### src/hdl/sled_pkg.sv
`default_nettype none

package sled_pkg;

  // action codes
  localparam logic [2:0] ACT_TICK   = 3'd0;
  localparam logic [2:0] ACT_STATE  = 3'd1;
  localparam logic [2:0] ACT_MANUAL = 3'd2;
  localparam logic [2:0] ACT_OFF    = 3'd3;
  localparam logic [2:0] ACT_AUTO   = 3'd4;

  // device state codes
  localparam logic [3:0] DEV_WIFI       = 4'd2;
  localparam logic [3:0] DEV_IDLE       = 4'd3;
  localparam logic [3:0] DEV_CONNECTING = 4'd4;
  localparam logic [3:0] DEV_LISTENING  = 4'd5;
  localparam logic [3:0] DEV_SPEAKING   = 4'd6;
  localparam logic [3:0] DEV_UPGRADING  = 4'd7;
  localparam logic [3:0] DEV_ACTIVATING = 4'd8;
  localparam logic [3:0] DEV_FATAL      = 4'd10;
  localparam logic [3:0] DEV_NOTIFYING  = 4'd11;

  // color slots, same order as config registers 0..6
  localparam int          NUM_SLOTS      = 7;
  localparam logic [2:0] SLOT_IDLE       = 3'd0;
  localparam logic [2:0] SLOT_CONNECTING = 3'd1;
  localparam logic [2:0] SLOT_LISTENING  = 3'd2;
  localparam logic [2:0] SLOT_SPEAKING   = 3'd3;
  localparam logic [2:0] SLOT_NOTIFYING  = 3'd4;
  localparam logic [2:0] SLOT_ERROR      = 3'd5;
  localparam logic [2:0] SLOT_UPGRADING  = 3'd6;

  // config register index of the breath mode bits
  localparam logic [2:0] REG_BREATH_MODE = 3'd7;

  localparam logic [6:0] BRIGHT_MAX   = 7'd100;
  localparam logic [6:0] BRIGHT_FLOOR = 7'd2;
  localparam int         PHASE_W      = 8;

  // x / 100 for x <= 25500: x * ceil(2^19 / 100) >> 19
  localparam logic [27:0] RECIP_100 = 28'd5243;

  typedef logic [23:0] rgb_t;

  typedef struct packed {
    logic [14:0] r;
    logic [14:0] g;
    logic [14:0] b;
  } prod_t;

  typedef struct packed {
    logic [2:0] slot;
    logic       force_breath;
  } slot_sel_t;

  function automatic logic [7:0] div100(input logic [14:0] x);
    logic [27:0] m;
    m = {13'd0, x} * RECIP_100;
    return m[26:19];
  endfunction

  function automatic rgb_t scale_rgb(input prod_t p);
    return {div100(p.r), div100(p.g), div100(p.b)};
  endfunction

  function automatic slot_sel_t slot_of(input logic [3:0] st);
    slot_sel_t s;
    s.force_breath = 1'b0;
    case (st)
      DEV_IDLE:       s.slot = SLOT_IDLE;
      DEV_CONNECTING: s.slot = SLOT_CONNECTING;
      DEV_LISTENING:  s.slot = SLOT_LISTENING;
      DEV_SPEAKING:   s.slot = SLOT_SPEAKING;
      DEV_NOTIFYING:  s.slot = SLOT_NOTIFYING;
      DEV_FATAL:      s.slot = SLOT_ERROR;
      DEV_UPGRADING,
      DEV_ACTIVATING: s.slot = SLOT_UPGRADING;
      DEV_WIFI: begin
        s.slot         = SLOT_CONNECTING;
        s.force_breath = 1'b1;
      end
      default: begin
        s.slot         = SLOT_IDLE;
        s.force_breath = 1'b1;
      end
    endcase
    return s;
  endfunction

endpackage

`default_nettype wire

### src/hdl/status_led_breath_controller.sv
`default_nettype none

// Status LED color controller. Each request is one action: a breath tick, a
// device-state change, a manual color (with brightness percent, clamped to
// 100), off, or a return to auto mode; each request yields exactly one result
// with the displayed color, a changed flag (set only when the color differs
// from the one shown before), and the breathing / auto status. Per-state
// colors and the breath mode bits sit in config registers 0..7 and are
// written through the cfg_ port, ready out of reset. The user must write them
// only while the block is idle; the block does not enforce it. Both ready
// outputs stay low while reset is held. It takes one request per clock unless
// out_ready stalls; a request passes the input register, one pass of logic
// and the result register. Brightness scaling uses a byte-by-percent multiply
// ahead of a register and a reciprocal multiply for the divide by 100 behind
// it: the manual product is formed on the way into the input register, and
// the product for the next breath tick is kept in a state register.
module status_led_breath_controller #(
  parameter int BREATH_STEP = 2,
  parameter int BREATH_PEAK = 100
) (
  input  wire logic        clk,
  input  wire logic        rst_n,
  // config write channel
  input  wire logic        cfg_valid,
  output logic             cfg_ready,
  input  wire logic [2:0]  cfg_index,
  input  wire logic [23:0] cfg_data,
  // request channel
  input  wire logic        in_valid,
  output logic             in_ready,
  input  wire logic [2:0]  in_action,
  input  wire logic [3:0]  in_device_state,
  input  wire logic [7:0]  in_red_in,
  input  wire logic [7:0]  in_green_in,
  input  wire logic [7:0]  in_blue_in,
  input  wire logic [6:0]  in_bright_in,
  // result channel
  output logic             out_valid,
  input  wire logic        out_ready,
  output logic [7:0]       out_red_out,
  output logic [7:0]       out_green_out,
  output logic [7:0]       out_blue_out,
  output logic             out_changed,
  output logic             out_is_breathing,
  output logic             out_is_auto
);
  import sled_pkg::*;

  // ---------------------------------------------------------------------
  // breath triangle: phase advance with wrap, brightness with floor
  // ---------------------------------------------------------------------
  function automatic logic [PHASE_W-1:0] phase_adv(input logic [PHASE_W-1:0] ph);
    logic [PHASE_W:0] p;
    p = {1'b0, ph} + (PHASE_W+1)'(BREATH_STEP);
    if (p > (PHASE_W+1)'(2 * BREATH_PEAK))
      p = '0;
    return p[PHASE_W-1:0];
  endfunction

  function automatic logic [6:0] bright_of(input logic [PHASE_W-1:0] p);
    logic [PHASE_W-1:0] b;
    if (p <= PHASE_W'(BREATH_PEAK))
      b = p;
    else
      b = PHASE_W'(2 * BREATH_PEAK) - p;
    if (b < PHASE_W'(BRIGHT_FLOOR))
      b = PHASE_W'(BRIGHT_FLOOR);
    return b[6:0];
  endfunction

  // ---------------------------------------------------------------------
  // config registers
  // ---------------------------------------------------------------------
  rgb_t       cfg_color_r [NUM_SLOTS];
  logic [6:0] mode_r;

  assign cfg_ready = rst_n;

  always_ff @(posedge clk) begin
    if (!rst_n) begin
      for (int i = 0; i < NUM_SLOTS; i++)
        cfg_color_r[i] <= '0;
      mode_r <= '0;
    end else if (cfg_valid) begin
      if (cfg_index == REG_BREATH_MODE)
        mode_r <= cfg_data[6:0];
      else
        cfg_color_r[cfg_index] <= cfg_data;
    end
  end

  // ---------------------------------------------------------------------
  // input register; manual product formed on the way in
  // ---------------------------------------------------------------------
  logic       s1_valid_r;
  logic [2:0] s1_action_r;
  logic [3:0] s1_state_r;
  prod_t      s1_prod_r;
  prod_t      in_prod;
  logic [6:0] in_bright_clamp;
  logic       fire;

  assign in_bright_clamp = (in_bright_in > BRIGHT_MAX) ? BRIGHT_MAX : in_bright_in;

  sled_mul u_in_mul (
    .color  ({in_red_in, in_green_in, in_blue_in}),
    .bright (in_bright_clamp),
    .prod   (in_prod)
  );

  // stage 1 moves into the result register when that is empty or draining
  assign fire     = s1_valid_r && (!out_valid || out_ready);
  assign in_ready = rst_n && (!s1_valid_r || fire);

  always_ff @(posedge clk) begin
    if (!rst_n)
      s1_valid_r <= 1'b0;
    else if (in_ready)
      s1_valid_r <= in_valid;
  end

  always_ff @(posedge clk) begin
    if (in_valid && in_ready) begin
      s1_action_r <= in_action;
      s1_state_r  <= in_device_state;
      s1_prod_r   <= in_prod;
    end
  end

  // ---------------------------------------------------------------------
  // controller state
  // ---------------------------------------------------------------------
  rgb_t               shown_r, shown_nxt;
  rgb_t               bcolor_r, bcolor_nxt;
  logic [PHASE_W-1:0] phase_r, phase_nxt;
  logic               breathing_r, breathing_nxt;
  logic               manual_r, manual_nxt;
  prod_t              tick_prod_r;   // bcolor_r times brightness of the next tick
  prod_t              tick_prod_nxt;

  slot_sel_t  sel;
  rgb_t       sel_color;
  logic       sel_breathe;
  logic       do_apply;
  logic       show_en;
  rgb_t       show_col;
  logic       chg;

  assign sel         = slot_of(s1_state_r);
  assign sel_color   = cfg_color_r[sel.slot];
  assign sel_breathe = sel.force_breath || mode_r[sel.slot];

  always_comb begin
    shown_nxt     = shown_r;
    bcolor_nxt    = bcolor_r;
    phase_nxt     = phase_r;
    breathing_nxt = breathing_r;
    manual_nxt    = manual_r;
    show_en       = 1'b0;
    show_col      = '0;
    do_apply      = 1'b0;
    case (s1_action_r)
      ACT_TICK: begin
        if (breathing_r) begin
          phase_nxt = phase_adv(phase_r);
          show_en   = 1'b1;
          show_col  = scale_rgb(tick_prod_r);
        end
      end
      ACT_STATE: begin
        do_apply = !manual_r;
      end
      ACT_AUTO: begin
        manual_nxt = 1'b0;
        do_apply   = 1'b1;
      end
      ACT_MANUAL: begin
        manual_nxt    = 1'b1;
        breathing_nxt = 1'b0;
        show_en       = 1'b1;
        show_col      = scale_rgb(s1_prod_r);
      end
      ACT_OFF: begin
        manual_nxt    = 1'b1;
        breathing_nxt = 1'b0;
        show_en       = 1'b1;
        show_col      = '0;
      end
      default: begin
      end
    endcase

    if (do_apply) begin
      if (sel_breathe) begin
        // breathing keeps its phase if already running
        bcolor_nxt = sel_color;
        if (!breathing_r) begin
          breathing_nxt = 1'b1;
          phase_nxt     = '0;
        end
      end else begin
        breathing_nxt = 1'b0;
        show_en       = 1'b1;
        show_col      = sel_color;
      end
    end

    chg = show_en && (show_col != shown_r);
    if (chg)
      shown_nxt = show_col;
  end

  // next-tick product from the state that this request leaves behind
  sled_mul u_tick_mul (
    .color  (bcolor_nxt),
    .bright (bright_of(phase_adv(phase_nxt))),
    .prod   (tick_prod_nxt)
  );

  always_ff @(posedge clk) begin
    if (!rst_n) begin
      shown_r     <= '0;
      bcolor_r    <= '0;
      phase_r     <= '0;
      breathing_r <= 1'b0;
      manual_r    <= 1'b0;
      tick_prod_r <= '0;
    end else if (fire) begin
      shown_r     <= shown_nxt;
      bcolor_r    <= bcolor_nxt;
      phase_r     <= phase_nxt;
      breathing_r <= breathing_nxt;
      manual_r    <= manual_nxt;
      tick_prod_r <= tick_prod_nxt;
    end
  end

  // ---------------------------------------------------------------------
  // result register
  // ---------------------------------------------------------------------
  logic       out_valid_r;
  rgb_t       out_color_r;
  logic       out_changed_r;
  logic       out_breathing_r;
  logic       out_auto_r;

  always_ff @(posedge clk) begin
    if (!rst_n)
      out_valid_r <= 1'b0;
    else if (fire)
      out_valid_r <= 1'b1;
    else if (out_ready)
      out_valid_r <= 1'b0;
  end

  always_ff @(posedge clk) begin
    if (fire) begin
      out_color_r     <= shown_nxt;
      out_changed_r   <= chg;
      out_breathing_r <= breathing_nxt;
      out_auto_r      <= !manual_nxt;
    end
  end

  assign out_valid        = out_valid_r;
  assign out_red_out      = out_color_r[23:16];
  assign out_green_out    = out_color_r[15:8];
  assign out_blue_out     = out_color_r[7:0];
  assign out_changed      = out_changed_r;
  assign out_is_breathing = out_breathing_r;
  assign out_is_auto      = out_auto_r;

  // ---------------------------------------------------------------------
  // assertions
  // ---------------------------------------------------------------------
  a_changed_means_new : assert property (@(posedge clk) disable iff (!rst_n)
    fire && chg |=> shown_r != $past(shown_r))
    else $error("changed flagged but shown color kept");

  a_state_holds : assert property (@(posedge clk) disable iff (!rst_n)
    !fire |=> $stable(shown_r) && $stable(phase_r) && $stable(breathing_r))
    else $error("controller state moved without a request");

  a_manual_static : assert property (@(posedge clk) disable iff (!rst_n)
    manual_r |-> !breathing_r)
    else $error("breathing under manual override");

  a_phase_range : assert property (@(posedge clk) disable iff (!rst_n)
    phase_r <= PHASE_W'(2 * BREATH_PEAK))
    else $error("breath phase past wrap point");

endmodule

`default_nettype wire

### src/hdl/sled_mul.sv
`default_nettype none

// per-channel color byte times brightness percent
module sled_mul (
  input  wire logic [23:0]   color,
  input  wire logic [6:0]    bright,
  output sled_pkg::prod_t    prod
);
  import sled_pkg::*;

  assign prod.r = {7'd0, color[23:16]} * {8'd0, bright};
  assign prod.g = {7'd0, color[15:8]}  * {8'd0, bright};
  assign prod.b = {7'd0, color[7:0]}   * {8'd0, bright};

endmodule

`default_nettype wire

### config.mk
export PLATFORM = sky130hd
export DESIGN_NAME = status_led_breath_controller
export DESIGN_NICKNAME = d
export VERILOG_FILES = /design/src/hdl/sled_pkg.sv /design/src/hdl/status_led_breath_controller.sv /design/src/hdl/sled_mul.sv
export SDC_FILE = /design/constraint.sdc
export NUM_CORES = 2
export LEC_CHECK = 0
export BUFFER_PORTS_ARGS = -buffer_cell sky130_fd_sc_hd__buf_2
export CORE_ASPECT_RATIO = 0.8
export CORE_MARGIN = 2
export CORE_UTILIZATION = 33
export DETAILED_ROUTE_END_ITERATION = 10
export GPL_TIMING_DRIVEN = 1
export SYNTH_ARGS = -nofsm -noshare
export SYNTH_HDL_FRONTEND = slang
export SYNTH_SLANG_ARGS = --single-unit
### constraint.sdc
create_clock -name clk -period 27.2 [get_ports clk]
set_input_delay 1.36 -clock clk [delete_from_list [all_inputs] [get_ports clk]]
set_output_delay 1.36 -clock clk [all_outputs]
set_load 0.005 [all_outputs]
==> key figures <==
Placed design
  – Pre-CTS WS: between 15 and 20 ns
  – PortBufs: slightly below 100
  – Final Wtd Congestion: about 0.86
  – DP HPWL: between 90 and 100 mm

CTS
  – Clk Latency, worst-skew pair: 0.64 ns
  – Clock buffer depth: 3
  – CTS Hold Bufs: 0
  – CTS tree: done
  – Clk slew on worst S/H paths: 0.07 ns
  – CTS Root Cell: clkbuf_16
  – Post-CTS Setup Inserts: 0
  – Clock Sinks: 364
  – H-tree levels: 2
  – Clock buffer count from CTS: between 40 and 50
  – Post_cts resized: 0

Global route
  – First-pass GRT wire length: a little under 200 mm
  – Grt ovf: 0
  – Largest net degree at the start of global routing: ~70
  – Vias in the first global route: around 35000
  – Initial antenna violation count: 3
  – GRT Total Usage: 16.3%

Flow run
  – Max-Cap Viols: 0

Logic synthesis
  – Synth Area per Inst: between 9 and 10 µm²
  – Synth Register Bits: 364
  – Synth Cell Area: around 0.048 mm²
  – Post-synth EDFFs: 228
  – Fraction of registers with async set/reset: 0%
  – Yosys top cell area share: between 20% and 30%
  – Unique cell type count in the Yosys netlist: 98
  – Ranking of synthesized cells by area: fa_1, ha_1, edfxtp_1, inv_1, dfxtp_1
  – Cells after synthesis: around 5100
  – Synth Flop Type: edfxtp_1
  – Ys Warns: 0
  – Largest area contributor in the netlist: fa_1
  – Sequential share of the synthesized area: 19.8%

Critical path
  – CP endpoint kind: flop
  – Endpoint required time on the critical path: 27.65 ns
  – Setup crit start kind: flop
  – Max Fanout on Critical Path: slightly above 50
  – CP max-delay cell: nand3_1
  – Max incr delay on CP: about 0.74 ns
  – Data arrival, critical path: 12.46 ns
  – Most used cell, CP: inv_1
  – Critical path class: flop to flop

Drt
  – Residual DRC count: 0
  – Drt wl/cell: between 15 and 20 µm
  – Initial drt markers: between 2000 and 2500
  – Vias: between 30000 and 40000
  – Final wirelength: 121 mm
  – DR vias/cell: between 4 and 5
  – Routed Antenna Nets: 0
  – Drt pass-1 iters: 6

Pwr
  – Peak supply drop: 179 µV
  – Leak pwr: roughly 26 nW
  – Pwr/cell area: roughly 120 mW/mm²

Timing
  – Fmax: around 83 MHz
  – Worst rel slew slack: 14.0%
  – RSZ-0062 raised after global routing: no
  – Final hold vios: 0
  – Final max-slew violation count: 0
  – Skew final: 0.0528 ns
  – Setup violators final: 0
  – Final Cycle Share: between 40 and 50%
  – Setup tns final: 0 ns
  – Post-route setup slack: between 15 and 20 ns
  – Min cycle time layout: between 10 and 15 ns
  – Worst Max-Slew Pin Slew: about 1.3 ns

Finish
  – Final net count: 6600
  – Share of layout cells above drive strength 1: under 10%
  – Synthesis-to-layout area growth: 8.68%
  – Number of diodes: 0
  – Util after Layout: between 30% and 40%

Floorplan
  – DIE AREA: 0.150 mm²
  – Placement row count: between 100 and 150
  – Die W: roughly 430 µm
  – Initial Util: approximately a third
  – Core area: roughly 0.15 mm²
  – # IOs: 100
  – Die Span Y: 347 µm

Min path
  – Hold Crit Class: flop to flop

Status
  – Status: finished clean
path summary, 6_finish.rpt:
| check | start | to | slack [ns] | depth (start not counted) |
|---|---|---|---|---|
| worst max-delay path | s1_state_r[0]$_DFFE_PP_ | tick_prod_r[29]$_SDFFE_PN0P_ | 15.19 | 45 |
| worst min-delay path | mode_r[0]$_SDFFE_PN0P_ | mode_r[0]$_SDFFE_PN0P_ | 0.46 | 2 |
| worst max register to register | s1_state_r[0]$_DFFE_PP_ | tick_prod_r[29]$_SDFFE_PN0P_ | 15.19 | 45 |
| worst min register to register | mode_r[0]$_SDFFE_PN0P_ | mode_r[0]$_SDFFE_PN0P_ | 0.46 | 2 |
cell usage in the layout (no fill, tap or decap), types with 25 or more instances in the layout:
| master | instances |
|---|---|
| or2_2 | 40 |
| nand3_1 | 49 |
| nand2_1 | 396 |
| o21ai_0 | 100 |
| dfxtp_1 | 136 |
| nor2b_1 | 27 |
| nor3_1 | 37 |
| ha_1 | 789 |
| xnor2_1 | 103 |
| o22ai_1 | 29 |
| and2_1 | 82 |
| a21o_1 | 56 |
| o21a_1 | 25 |
| o211ai_1 | 27 |
| and3_1 | 31 |
| a211oi_1 | 45 |
| a21oi_1 | 259 |
| nor2_1 | 392 |
| nand4_1 | 25 |
| o21bai_1 | 45 |
| mux2i_1 | 78 |
| fa_1 | 582 |
| buf_2 | 99 |
| buf_4 | 53 |
| clkbuf_16 | 44 |
| inv_1 | 1041 |
| edfxtp_1 | 228 |
where the power goes:
| group | internal, mW | total [mW] | switching (mW) |
|---|---|---|---|
| combinational | 2.06 | 4.98 | 2.92 |
| sequential | 0.654 | 0.714 | 0.0598 |
| clock | 0.333 | 0.604 | 0.271 |
state kept, by name, indices dropped and copies added (netlist names), 3 cells and up:
signal	count
phase_r	8
bcolor_r	24
out_color_r	24
shown_r	24
mode_r	7
cfg_color_r	173
s1_prod_r	45
tick_prod_r	45
s1_action_r	3
s1_state_r	4
layout make-up:
cell class              instances  area, µm²
multi-input cells            3554      34400
flip-flops and latches        364       9570
inverters                    1043       3920
repair buffers                152        893
clock inverters                31        337
well taps                    1905       2380
clock buffers                  51       1130
fillers                     14700      92800
critical path: cells and delay by family, from the launching register on:
kind / cells / cell delay [ns]
compound gates: 17 / 3.39
fa+ha+maj: 7 / 3.27
simple gates: 9 / 2.89
buf+inv: 11 / 1.69
flops: 1 / 0.36
xor+xnor: 1 / 0.14
logic make-up (layout without fill, tap and decap cells):
logic type	Yosys count	count (layout)	synth area share (%)
fa+ha+maj	1371	1371	44.5
buf+inv	1193	1277	9.35
simple gates	1184	1184	11.3
compound gates	751	751	10.3
flops	364	364	19.8
xor+xnor	128	128	2.37
mux	115	115	2.47
other cells	1	5	0.00775
metal layers:
layer	vias up	wire length, µm	GRT usage [%]
met1	17100	60200	24.9
met3	111	6480	1.80
met2	801	52100	24.9
met5	-	13	0
li1	16900	-	-
met4	2	2070	2.92
per-stage QoR:
| stage | instance area, µm² | hold slack (ns) | cells | total power, mW |
|---|---|---|---|---|
| after floorplan | 48400 | 0.433 | 5111 | 4.39 |
| after CTS | 52600 | 0.459 | 7100 | 6.34 |
| final | 52600 | 0.459 | 7100 | 6.30 |
| after detailed placement | 51200 | 0.450 | 7018 | 5.68 |
| after global routing | 52600 | 0.478 | 7100 | 7.08 |
| after global placement | 51200 | 0.442 | 7018 | 5.60 |
synth_stat cells (all sizes together) (6+ instances only):
master	count
a211o	7
a211oi	46
a21boi	11
a21o	56
a21oi	259
a221o	6
a221oi	11
a22oi	10
a31oi	14
a41oi	7
and2	83
and3	31
and4	7
buf	43
clkbuf	107
dfxtp	136
edfxtp	228
fa	582
ha	789
inv	1042
mux2	37
mux2i	78
nand2	396
nand2b	24
nand3	49
nand3b	6
nand4	25
nor2	392
nor2b	27
nor3	37
nor3b	11
o211ai	27
o21a	25
o21ai	106
o21bai	45
o221ai	17
o22ai	30
o311ai	9
o32a	6
or2	41
or3	18
or4	6
xnor2	103
xor2	23
No activity file was read; power rests on OpenSTA's default activity.
